`config.mk`:
```
export PLATFORM = sky130hd
export DESIGN_NAME = printable_string_extractor_top
export DESIGN_NICKNAME = d
export VERILOG_FILES = /design/src/pse_pkg.sv /design/src/pse_front.sv /design/src/pse_fifo.sv /design/src/pse_back.sv /design/src/printable_string_extractor_top.sv
export SDC_FILE = /design/constraint.sdc
export NUM_CORES = 1
export LEC_CHECK = 0
export BUFFER_PORTS_ARGS = -buffer_cell sky130_fd_sc_hd__clkbuf_2
export CAP_MARGIN = 20
export CORE_MARGIN = 2
export CORE_UTILIZATION = 60
export DETAILED_ROUTE_END_ITERATION = 6
export MAX_ROUTING_LAYER = met4
export PLACE_DENSITY = 0.79
export SLEW_MARGIN = 40
export SYNTH_ARGS = -nofsm -noshare
export SYNTH_HDL_FRONTEND = slang
export SYNTH_SLANG_ARGS = --single-unit
```
`constraint.sdc`:
```
create_clock -name i_clk -period 8.84 [get_ports i_clk]
set_clock_uncertainty 0.2 [all_clocks]
set_input_delay 1.326 -clock i_clk [delete_from_list [all_inputs] [get_ports i_clk]]
set_output_delay 1.326 -clock i_clk [all_outputs]
set_load 0.05 [all_outputs]
```
`src/pse_pkg.sv`:
```
// ----------------------------------------------------------------------------
// pse_pkg
// Shared widths, limits and the report-candidate type of the string extractor.
// ----------------------------------------------------------------------------
package pse_pkg;

    localparam int BUFFER_BYTES = 4096;

    localparam int ADDR_W = 48;
    localparam int NLEN_W = 13;
    localparam int WLEN_W = 12;

    localparam int NARROW_CAP_I = (BUFFER_BYTES < 8191) ? BUFFER_BYTES : 8191;
    localparam int WIDE_CAP_I   = ((BUFFER_BYTES / 2) < 4095) ? (BUFFER_BYTES / 2) : 4095;
    localparam logic [NLEN_W-1:0] NARROW_CAP = NLEN_W'(NARROW_CAP_I);
    localparam logic [WLEN_W-1:0] WIDE_CAP   = WLEN_W'(WIDE_CAP_I);

    localparam logic [7:0] PRINT_LO = 8'd32;
    localparam logic [7:0] PRINT_HI = 8'd127;

    localparam int QUEUE_DEPTH = 4;
    localparam int QPTR_W      = $clog2(QUEUE_DEPTH);
    localparam int QCNT_W      = $clog2(QUEUE_DEPTH + 1);

    typedef struct packed {
        logic              nv;
        logic [ADDR_W-1:0] naddr;
        logic [NLEN_W-1:0] nlen;
        logic              wv;
        logic [ADDR_W-1:0] waddr;
        logic [WLEN_W-1:0] wlen;
    } t_entry;

    function automatic logic is_printable(input logic [7:0] b);
        return (b >= PRINT_LO) && (b < PRINT_HI);
    endfunction

endpackage

```
`src/pse_front.sv`:
```
// ----------------------------------------------------------------------------
// pse_front
// Run detectors: tracks narrow and UTF-16LE runs and raises report candidates.
// ----------------------------------------------------------------------------
module pse_front (
    input  logic                       i_clk,
    input  logic                       i_rst_n,
    input  logic                       i_accept,
    input  logic [7:0]                 i_data_byte,
    input  logic [pse_pkg::ADDR_W-1:0] i_byte_address,
    input  logic                       i_end_of_buffer,
    input  logic [7:0]                 i_min_length,
    output logic                       o_push,
    output pse_pkg::t_entry            o_entry
);

    localparam logic [1:0] PH_SEARCH     = 2'd0;
    localparam logic [1:0] PH_EXPECT_LOW = 2'd1;
    localparam logic [1:0] PH_HOLD_LOW   = 2'd2;

    logic [pse_pkg::NLEN_W-1:0] r_nlen,   n_nlen;
    logic [pse_pkg::ADDR_W-1:0] r_nstart, n_nstart;
    logic [1:0]                 r_phase,  n_phase;
    logic [pse_pkg::WLEN_W-1:0] r_wlen,   n_wlen;
    logic [pse_pkg::ADDR_W-1:0] r_wstart, n_wstart;
    logic [7:0]                 r_prev,   n_prev;
    logic                       r_pvalid, n_pvalid;
    logic [pse_pkg::ADDR_W-1:0] r_paddr,  n_paddr;

    logic [7:0] minl;
    logic       cur_p;
    logic       prev_p;
    logic       cur_zero;

    logic                       nrep_v;
    logic [pse_pkg::ADDR_W-1:0] nrep_addr;
    logic [pse_pkg::NLEN_W-1:0] nrep_len;
    logic                       wrep_v;
    logic [pse_pkg::ADDR_W-1:0] wrep_addr;
    logic [pse_pkg::WLEN_W-1:0] wrep_len;

    assign minl     = (i_min_length == 8'd0) ? 8'd1 : i_min_length;
    assign cur_p    = pse_pkg::is_printable(i_data_byte);
    assign prev_p   = pse_pkg::is_printable(r_prev);
    assign cur_zero = (i_data_byte == 8'd0);

    always_comb begin
        n_nlen    = r_nlen;
        n_nstart  = r_nstart;
        nrep_v    = 1'b0;
        nrep_addr = r_nstart;
        nrep_len  = r_nlen;
        if (cur_p) begin
            if (r_nlen == '0) begin
                n_nstart = i_byte_address;
            end
            if (r_nlen < pse_pkg::NARROW_CAP) begin
                n_nlen = r_nlen + 1'b1;
            end
            if (i_end_of_buffer) begin
                nrep_v    = (n_nlen >= {5'd0, minl});
                nrep_addr = n_nstart;
                nrep_len  = n_nlen;
                n_nlen    = '0;
            end
        end else begin
            nrep_v = (r_nlen >= {5'd0, minl});
            n_nlen = '0;
        end
    end

    always_comb begin
        n_phase   = r_phase;
        n_wlen    = r_wlen;
        n_wstart  = r_wstart;
        n_prev    = r_prev;
        n_pvalid  = r_pvalid;
        n_paddr   = r_paddr;
        wrep_v    = 1'b0;
        wrep_addr = r_wstart;
        wrep_len  = r_wlen;
        unique case (r_phase)
            PH_EXPECT_LOW: begin
                n_prev   = i_data_byte;
                n_paddr  = i_byte_address;
                n_pvalid = 1'b1;
                n_phase  = PH_HOLD_LOW;
            end
            PH_HOLD_LOW: begin
                if (prev_p && cur_zero) begin
                    if (r_wlen < pse_pkg::WIDE_CAP) begin
                        n_wlen = r_wlen + 1'b1;
                    end
                    n_pvalid = 1'b0;
                    n_phase  = PH_EXPECT_LOW;
                end else begin
                    wrep_v   = (r_wlen >= {4'd0, minl});
                    n_wlen   = '0;
                    n_prev   = i_data_byte;
                    n_paddr  = i_byte_address;
                    n_pvalid = 1'b1;
                    n_phase  = PH_SEARCH;
                end
            end
            default: begin
                if (r_pvalid && prev_p && cur_zero) begin
                    n_wstart = r_paddr;
                    n_wlen   = {{(pse_pkg::WLEN_W-1){1'b0}}, 1'b1};
                    n_pvalid = 1'b0;
                    n_phase  = PH_EXPECT_LOW;
                end else begin
                    n_prev   = i_data_byte;
                    n_paddr  = i_byte_address;
                    n_pvalid = 1'b1;
                    n_phase  = PH_SEARCH;
                end
            end
        endcase
        if (i_end_of_buffer) begin
            if (n_phase != PH_SEARCH && n_wlen >= {4'd0, minl}) begin
                wrep_v    = 1'b1;
                wrep_addr = n_wstart;
                wrep_len  = n_wlen;
            end
            n_phase  = PH_SEARCH;
            n_wlen   = '0;
            n_pvalid = 1'b0;
            n_prev   = 8'd0;
        end
    end

    assign o_entry = '{nv: nrep_v, naddr: nrep_addr, nlen: nrep_len,
                       wv: wrep_v, waddr: wrep_addr, wlen: wrep_len};
    assign o_push  = i_accept && (nrep_v || wrep_v);

    always_ff @(posedge i_clk) begin
        if (!i_rst_n) begin
            r_nlen   <= '0;
            r_nstart <= '0;
            r_phase  <= PH_SEARCH;
            r_wlen   <= '0;
            r_wstart <= '0;
            r_prev   <= 8'd0;
            r_pvalid <= 1'b0;
            r_paddr  <= '0;
        end else if (i_accept) begin
            r_nlen   <= n_nlen;
            r_nstart <= n_nstart;
            r_phase  <= n_phase;
            r_wlen   <= n_wlen;
            r_wstart <= n_wstart;
            r_prev   <= n_prev;
            r_pvalid <= n_pvalid;
            r_paddr  <= n_paddr;
        end
    end

endmodule

```
`src/pse_fifo.sv`:
```
// ----------------------------------------------------------------------------
// pse_fifo
// Short queue of report candidates between the detectors and the reporter.
// ----------------------------------------------------------------------------
module pse_fifo (
    input  logic            i_clk,
    input  logic            i_rst_n,
    input  logic            i_push,
    input  pse_pkg::t_entry i_entry,
    input  logic            i_pop,
    output logic            o_full,
    output logic            o_head_valid,
    output pse_pkg::t_entry o_head
);

    pse_pkg::t_entry r_mem [pse_pkg::QUEUE_DEPTH];

    logic [pse_pkg::QPTR_W-1:0] r_wr_ptr, n_wr_ptr;
    logic [pse_pkg::QPTR_W-1:0] r_rd_ptr, n_rd_ptr;
    logic [pse_pkg::QCNT_W-1:0] r_count,  n_count;
    logic                       do_pop;

    assign o_full       = (r_count == pse_pkg::QCNT_W'(pse_pkg::QUEUE_DEPTH));
    assign o_head_valid = (r_count != '0);
    assign o_head       = r_mem[r_rd_ptr];
    assign do_pop       = i_pop && o_head_valid;

    always_comb begin
        n_wr_ptr = r_wr_ptr;
        n_rd_ptr = r_rd_ptr;
        n_count  = r_count;
        if (i_push) begin
            n_wr_ptr = (r_wr_ptr == pse_pkg::QPTR_W'(pse_pkg::QUEUE_DEPTH - 1))
                       ? '0 : r_wr_ptr + 1'b1;
        end
        if (do_pop) begin
            n_rd_ptr = (r_rd_ptr == pse_pkg::QPTR_W'(pse_pkg::QUEUE_DEPTH - 1))
                       ? '0 : r_rd_ptr + 1'b1;
        end
        if (i_push && !do_pop) begin
            n_count = r_count + 1'b1;
        end else if (!i_push && do_pop) begin
            n_count = r_count - 1'b1;
        end
    end

    always_ff @(posedge i_clk) begin
        if (i_push) begin
            r_mem[r_wr_ptr] <= i_entry;
        end
    end

    always_ff @(posedge i_clk) begin
        if (!i_rst_n) begin
            r_wr_ptr <= '0;
            r_rd_ptr <= '0;
            r_count  <= '0;
        end else begin
            r_wr_ptr <= n_wr_ptr;
            r_rd_ptr <= n_rd_ptr;
            r_count  <= n_count;
        end
    end

endmodule

```
`src/pse_back.sv`:
```
// ----------------------------------------------------------------------------
// pse_back
// Reporter: applies the report budget and drives the result register.
// ----------------------------------------------------------------------------
module pse_back (
    input  logic                       i_clk,
    input  logic                       i_rst_n,
    input  logic                       i_head_valid,
    input  pse_pkg::t_entry            i_head,
    input  logic [15:0]                i_max_strings,
    input  logic                       i_ready,
    output logic                       o_pop,
    output logic                       o_valid,
    output logic [pse_pkg::ADDR_W-1:0] o_string_address,
    output logic [pse_pkg::NLEN_W-1:0] o_string_length,
    output logic                       o_is_wide,
    output logic                       o_last_result
);

    logic                       r_out_valid;
    logic [pse_pkg::ADDR_W-1:0] r_out_addr,  n_out_addr;
    logic [pse_pkg::NLEN_W-1:0] r_out_len,   n_out_len;
    logic                       r_out_wide,  n_out_wide;
    logic                       r_out_last,  n_out_last;
    logic                       r_sub,       n_sub;
    logic [15:0]                r_reported;
    logic                       n_load;
    logic                       slot_free;
    logic                       budget_ok;
    logic                       budget_ok2;
    logic [16:0]                reported_inc;

    assign slot_free    = !r_out_valid || i_ready;
    assign budget_ok    = (r_reported < i_max_strings);
    assign reported_inc = {1'b0, r_reported} + 17'd1;
    assign budget_ok2   = (reported_inc < {1'b0, i_max_strings});

    always_comb begin
        n_load     = 1'b0;
        o_pop      = 1'b0;
        n_sub      = r_sub;
        n_out_addr = i_head.waddr;
        n_out_len  = {1'b0, i_head.wlen};
        n_out_wide = 1'b1;
        n_out_last = 1'b1;
        if (i_head_valid && slot_free) begin
            if (r_sub) begin
                n_load = 1'b1;
                o_pop  = 1'b1;
                n_sub  = 1'b0;
            end else if (i_head.nv && budget_ok) begin
                n_load     = 1'b1;
                n_out_addr = i_head.naddr;
                n_out_len  = i_head.nlen;
                n_out_wide = 1'b0;
                if (i_head.wv && budget_ok2) begin
                    n_out_last = 1'b0;
                    n_sub      = 1'b1;
                end else begin
                    o_pop = 1'b1;
                end
            end else begin
                o_pop  = 1'b1;
                n_load = i_head.wv && budget_ok;
            end
        end
    end

    always_ff @(posedge i_clk) begin
        if (n_load) begin
            r_out_addr <= n_out_addr;
            r_out_len  <= n_out_len;
            r_out_wide <= n_out_wide;
            r_out_last <= n_out_last;
        end
    end

    always_ff @(posedge i_clk) begin
        if (!i_rst_n) begin
            r_out_valid <= 1'b0;
            r_sub       <= 1'b0;
            r_reported  <= '0;
        end else begin
            r_sub <= n_sub;
            if (n_load) begin
                r_out_valid <= 1'b1;
                r_reported  <= reported_inc[15:0];
            end else if (i_ready) begin
                r_out_valid <= 1'b0;
            end
        end
    end

    assign o_valid          = r_out_valid;
    assign o_string_address = r_out_addr;
    assign o_string_length  = r_out_len;
    assign o_is_wide        = r_out_wide;
    assign o_last_result    = r_out_last;

    a_sub_holds_narrow: assert property (@(posedge i_clk) disable iff (!i_rst_n)
        r_sub |-> (r_out_valid && !r_out_wide && !r_out_last))
        else $error("pending wide report without a narrow one ahead");

    a_sub_needs_head: assert property (@(posedge i_clk) disable iff (!i_rst_n)
        r_sub |-> i_head_valid)
        else $error("pending wide report with empty queue");

    a_count_follows_load: assert property (@(posedge i_clk) disable iff (!i_rst_n)
        n_load |=> (r_reported == $past(r_reported) + 16'd1))
        else $error("report count out of step");

    a_no_report_over_budget: assert property (@(posedge i_clk) disable iff (!i_rst_n)
        n_load |-> budget_ok)
        else $error("report beyond budget");

endmodule

```
`src/printable_string_extractor_top.sv`:
```
// ----------------------------------------------------------------------------
// printable_string_extractor_top
// Finds printable narrow and UTF-16LE runs in a byte stream and reports them.
// ----------------------------------------------------------------------------
// Throughput: one byte per cycle while o_ready is high; each report is one o_valid/i_ready transfer.
// A byte's first report passes through the candidate queue and then the result register.
// A byte raising two reports holds one queue entry until both have been issued.
// o_ready drops only while the four-entry candidate queue is full.
// Reset: synchronous, active low; clears detectors, queue, budget count and
// restores min_length to 4 and max_strings to 65535. No clearing pass.
// ----------------------------------------------------------------------------
module printable_string_extractor_top (
    input  logic                       i_clk,
    input  logic                       i_rst_n,
    input  logic                       psel,
    input  logic                       penable,
    input  logic                       pwrite,
    input  logic [2:0]                 paddr,
    input  logic [31:0]                pwdata,
    output logic [31:0]                prdata,
    output logic                       pready,
    input  logic                       i_valid,
    output logic                       o_ready,
    input  logic [7:0]                 i_data_byte,
    input  logic [pse_pkg::ADDR_W-1:0] i_byte_address,
    input  logic                       i_end_of_buffer,
    output logic                       o_valid,
    input  logic                       i_ready,
    output logic [pse_pkg::ADDR_W-1:0] o_string_address,
    output logic [pse_pkg::NLEN_W-1:0] o_string_length,
    output logic                       o_is_wide,
    output logic                       o_last_result
);

    localparam logic REG_MIN_LENGTH  = 1'b0;
    localparam logic REG_MAX_STRINGS = 1'b1;

    logic [7:0]      r_min_length;
    logic [15:0]     r_max_strings;
    logic            cfg_wr;
    logic            accept;
    logic            push;
    logic            pop;
    logic            full;
    logic            head_valid;
    pse_pkg::t_entry entry;
    pse_pkg::t_entry head;

    assign pready = 1'b1;
    assign cfg_wr = psel && penable && pwrite && pready;

    always_ff @(posedge i_clk) begin
        if (!i_rst_n) begin
            r_min_length  <= 8'd4;
            r_max_strings <= 16'hFFFF;
        end else if (cfg_wr) begin
            unique case (paddr[2])
                REG_MIN_LENGTH:  r_min_length  <= pwdata[7:0];
                REG_MAX_STRINGS: r_max_strings <= pwdata[15:0];
                default:         r_min_length  <= r_min_length;
            endcase
        end
    end

    always_comb begin
        unique case (paddr[2])
            REG_MIN_LENGTH:  prdata = {24'd0, r_min_length};
            REG_MAX_STRINGS: prdata = {16'd0, r_max_strings};
            default:         prdata = 32'd0;
        endcase
    end

    assign o_ready = !full;
    assign accept  = i_valid && o_ready;

    pse_front u_front (
        .i_clk           (i_clk),
        .i_rst_n         (i_rst_n),
        .i_accept        (accept),
        .i_data_byte     (i_data_byte),
        .i_byte_address  (i_byte_address),
        .i_end_of_buffer (i_end_of_buffer),
        .i_min_length    (r_min_length),
        .o_push          (push),
        .o_entry         (entry)
    );

    pse_fifo u_fifo (
        .i_clk        (i_clk),
        .i_rst_n      (i_rst_n),
        .i_push       (push),
        .i_entry      (entry),
        .i_pop        (pop),
        .o_full       (full),
        .o_head_valid (head_valid),
        .o_head       (head)
    );

    pse_back u_back (
        .i_clk            (i_clk),
        .i_rst_n          (i_rst_n),
        .i_head_valid     (head_valid),
        .i_head           (head),
        .i_max_strings    (r_max_strings),
        .i_ready          (i_ready),
        .o_pop            (pop),
        .o_valid          (o_valid),
        .o_string_address (o_string_address),
        .o_string_length  (o_string_length),
        .o_is_wide        (o_is_wide),
        .o_last_result    (o_last_result)
    );

endmodule
```
==> out/qor.txt <==
worst-margin pin slew - 0.8662 ns
Critical Path Source - i_data_byte[2]
most instantiated library cell after synthesis - edfxtp_1
Critical path destination - u_fifo.r_mem[1][96]$_DFFE_PP_
Die X - 238.4 um
die area - 56,850 um2
CTS Hold Bufs - 0
Reg power frac - 0.446
power density over cell area - 268.1 nW/um2
Hold WC Path Type - register to register
crit path kind - primary input to register
Syn Inst Count - 2,362
RSZ-0062 raised after global routing - no
synth cell count leaders - 555 x edfxtp_1, 387 x nand2_1, 231 x dfxtp_1, 185 x a21oi_1, 138 x mux2_2
routed wire length - 74,020 um
FMAX - 0.1644 GHz
Comb pwr share - 0.228
top post-synthesis cells by area - edfxtp_1 51%, dfxtp_1 14%, mux4_2 8.4%
Worst setup EP type - register
global-route usage over all layers - 0.2720
vias in the first global route - 20,710
Switch Pwr - 0.002978 W
met3 usage - 0.04512
failing checks - DRC
final hold violations - 0
Detailed Route Iter0 Violations - 1,856
mux cell area share after synthesis - 0.1418
total grt overflow - 0
Static Leak - 12.79 nW
post-route cell area - 37,030 um2
critical path startpoint category - primary input
initial antenna violation count - 6
DRT Pass-1 Iters - 7
cell taking the most area after synthesis - edfxtp_1
adder-cell share of the synthesized area - 0.02906
Unique masters post-synth - 71
max-slew violation count - 0
Crit path buffers/inverters - 2
CP arrival - 6.13 ns
largest family of logic cells by synthesized area - multiplexers
Crit path max-delay family - compound AO/OA/AOI/OAI gates
Fill cells - 3,571
Reg-to-Reg Start - u_front.r_phase[0]$_SDFFE_PN0P_
Ys Warns - 0
post-DP HPWL - 43,300 um
Yosys top cell area share - 0.5054
vias per std cell - 6.110
power consumption - 0.009927 W
DRC - 1
H-tree levels - 3
Post-synth EDFFs - 555
r2r worst-path depth - 14
first-pass GRT wire length - 114,400 um
Port Buffers - 161
Compound-Gate Fraction of Synth Area - 0.06401
max_slew headroom - 0.4225
Die Y-Extent - 238.4 um
crit share post-route - 0.6879
placed cell areas - 34,480 um2
NumNets Final - 2,678
Wirelength per Cell - 22.64 um
register area share after synthesis - 0.6456
GR Util met2 - 0.4486
Setup TNS Final - 0 ns
fin crit period - 6.081 ns
TritonCTS clock tree - yes
row cnt - 85
async set-reset flop share out of synthesis - 0
Yosys reg bits - 786
area of the multi-input gates - 10,970 um2
I/O pin cnt - 197
Mean Syn Cell Area - 13.96 um2
CP Cell Sequence - clkbuf_2 > nor4_2 > o21a_1 > nand4b_1 > o41ai_1 > ha_1 > nand2_1 > nor3_1 > o31ai_1 > o211ai_1 > nor3_1 > a31o_4 > a31oi_2 > and2_4 > buf_4
Switching Fraction - 0.3000
GP Congestion - 0.9151
post-CTS setup buffers - 0
Clock Power Share - 0.326
GRT met1 Usage - 0.3462
Final WS setup - 2.759 ns
Mapped Area - 32,980 um2
VDD IR max - 0.1918 mV
Post-Place Worst Slack - 2.108 ns
r2r endpoint - u_fifo.r_mem[1][96]$_DFFE_PP_
Critical Path Max Stage Delay - 0.82 ns
core area - 54,030 um2
antenna-violating nets left - 0
grt peak-use layer - met2
largest net degree at the start of global routing - 127
register-to-register setup slack - 3.20 ns
post-synthesis xor/xnor area fraction - 0.01169
CP Depth - 15
number of max-cap violations - 0
final setup fails - 0
Worst path most repeated cell - nor3_1
FF/Latch Area - 21,300 um2
Clock Tree Buf Depth - 3
clock slew at reported path FFs - 0.06 ns
Layout area overhead - 12.29%
Worst-Skew Late Latency - 0.61 ns
Vias - 19,970
# clock sinks - 786
clk root buf - clkbuf_16
Crit-path slowest cell - o41ai_1
fraction of layout cells with a size suffix above 1 - 0.2427
status - finished, violations left
Top FF cell, synth - edfxtp_1
Initial Util - 0.6104
total CTS buffers - 78
Internal - 0.006949 W
Min Hold Slack - 0.2509 ns
critical path peak fanout - 41
post-synthesis simple-gate area fraction - 0.08142
post_cts resized - 0
WP data required - 8.89 ns
## through the flow
stage | util | cells
6_report | 0.6854 | 3269
5_1_grt | 0.6853 | 3268
4_1_cts | 0.6844 | 3262
3_5_place_dp | 0.6382 | 3118
3_3_place_gp | 0.6359 | 3113
2_1_floorplan | - | 2377
## worst min-delay path by stage
stage,from,depth (start not counted),endpoint
final,u_front.r_wstart[5]$_SDFFE_PN0P_,2,u_front.r_wstart[5]$_SDFFE_PN0P_
after floorplan,u_front.r_nstart[0]$_SDFFE_PN0P_,2,u_front.r_nstart[0]$_SDFFE_PN0P_
after detailed placement,u_front.r_nstart[32]$_SDFFE_PN0P_,2,u_front.r_nstart[32]$_SDFFE_PN0P_
after global placement,u_front.r_nstart[9]$_SDFFE_PN0P_,2,u_front.r_nstart[9]$_SDFFE_PN0P_
after CTS,u_front.r_nstart[37]$_SDFFE_PN0P_,2,u_front.r_nstart[37]$_SDFFE_PN0P_
after global routing,u_front.r_wstart[41]$_SDFFE_PN0P_,2,u_front.r_wstart[41]$_SDFFE_PN0P_
## power by group through the flow
stage	logic (W)	registers [W]	clock network, W
after floorplan	0.00121	0.00494	0
after global placement	0.00220	0.00451	0
after detailed placement	0.00226	0.00450	0
after CTS	0.00228	0.00443	0.00328
after global routing	0.00239	0.00445	0.00343
final	0.00226	0.00443	0.00324
## layer usage
layer	up-vias	wire (um)
li1	9048	-
met1	9968	29650
met2	830	37000
met3	128	5650
met4	0	1716
met5	-	0
## final cells by class
type | count | share of cell area
repair buffers | 195 | 0.03230
clock inverters | 31 | 0.008211
well taps | 696 | 0.02352
clock buffers | 113 | 0.05930
multi-input cells | 1395 | 0.2961
inverters | 47 | 0.004967
flip-flops and latches | 786 | 0.5752
diodes | 6 | 0.0004055
## cells by family after synthesis
logic type / after synthesis
AOI/OAI and AO/OA: 350
xor gates and xnor gates: 44
adders and majority gates: 76
buffers and inverters: 196
DFF: 786
muxes: 286
other: 2
and+or+nand+nor: 622
## sequential cells by signal (all words and copies together) (netlist names), named ones only
signal,flops
u_front.r_phase,2
u_fifo.r_mem,492
u_front.r_nlen,13
u_front.r_pvalid,1
u_fifo.r_rd_ptr,2
u_front.r_nstart,48
u_back.o_string_length,13
u_back.r_reported,16
u_front.r_prev,8
u_front.r_paddr,48
u_back.o_string_address,48
u_back.o_is_wide,1
u_back.r_sub,1
r_max_strings,16
r_min_length,8
u_front.r_wstart,48
u_back.o_last_result,1
u_front.r_wlen,12
u_fifo.r_count,3
u_fifo.r_wr_ptr,2
u_back.o_valid,1
## tightest hold or removal path, cell delays in order, from the launching register on
cell     delay, ns
dfxtp_1       0.30
nand2_1       0.05
a21oi_1       0.05
## cells in the final DEF (no fill, tap or decap), types with 20 or more instances in the layout
master       n
edfxtp_1   555
nand2_1    386
dfxtp_1    229
a21oi_1    185
clkbuf_2   161
mux2_2     138
mux4_2     123
nor2_1      97
clkbuf_16   80
ha_1        75
inv_1       44
o21ai_0     41
o211ai_1    27
a22oi_1     26
clkbuf_1    26
xor2_1      25
nand3_1     21
buf_4       21
mux2_4      20
Power figures use the tool's default switching activity.
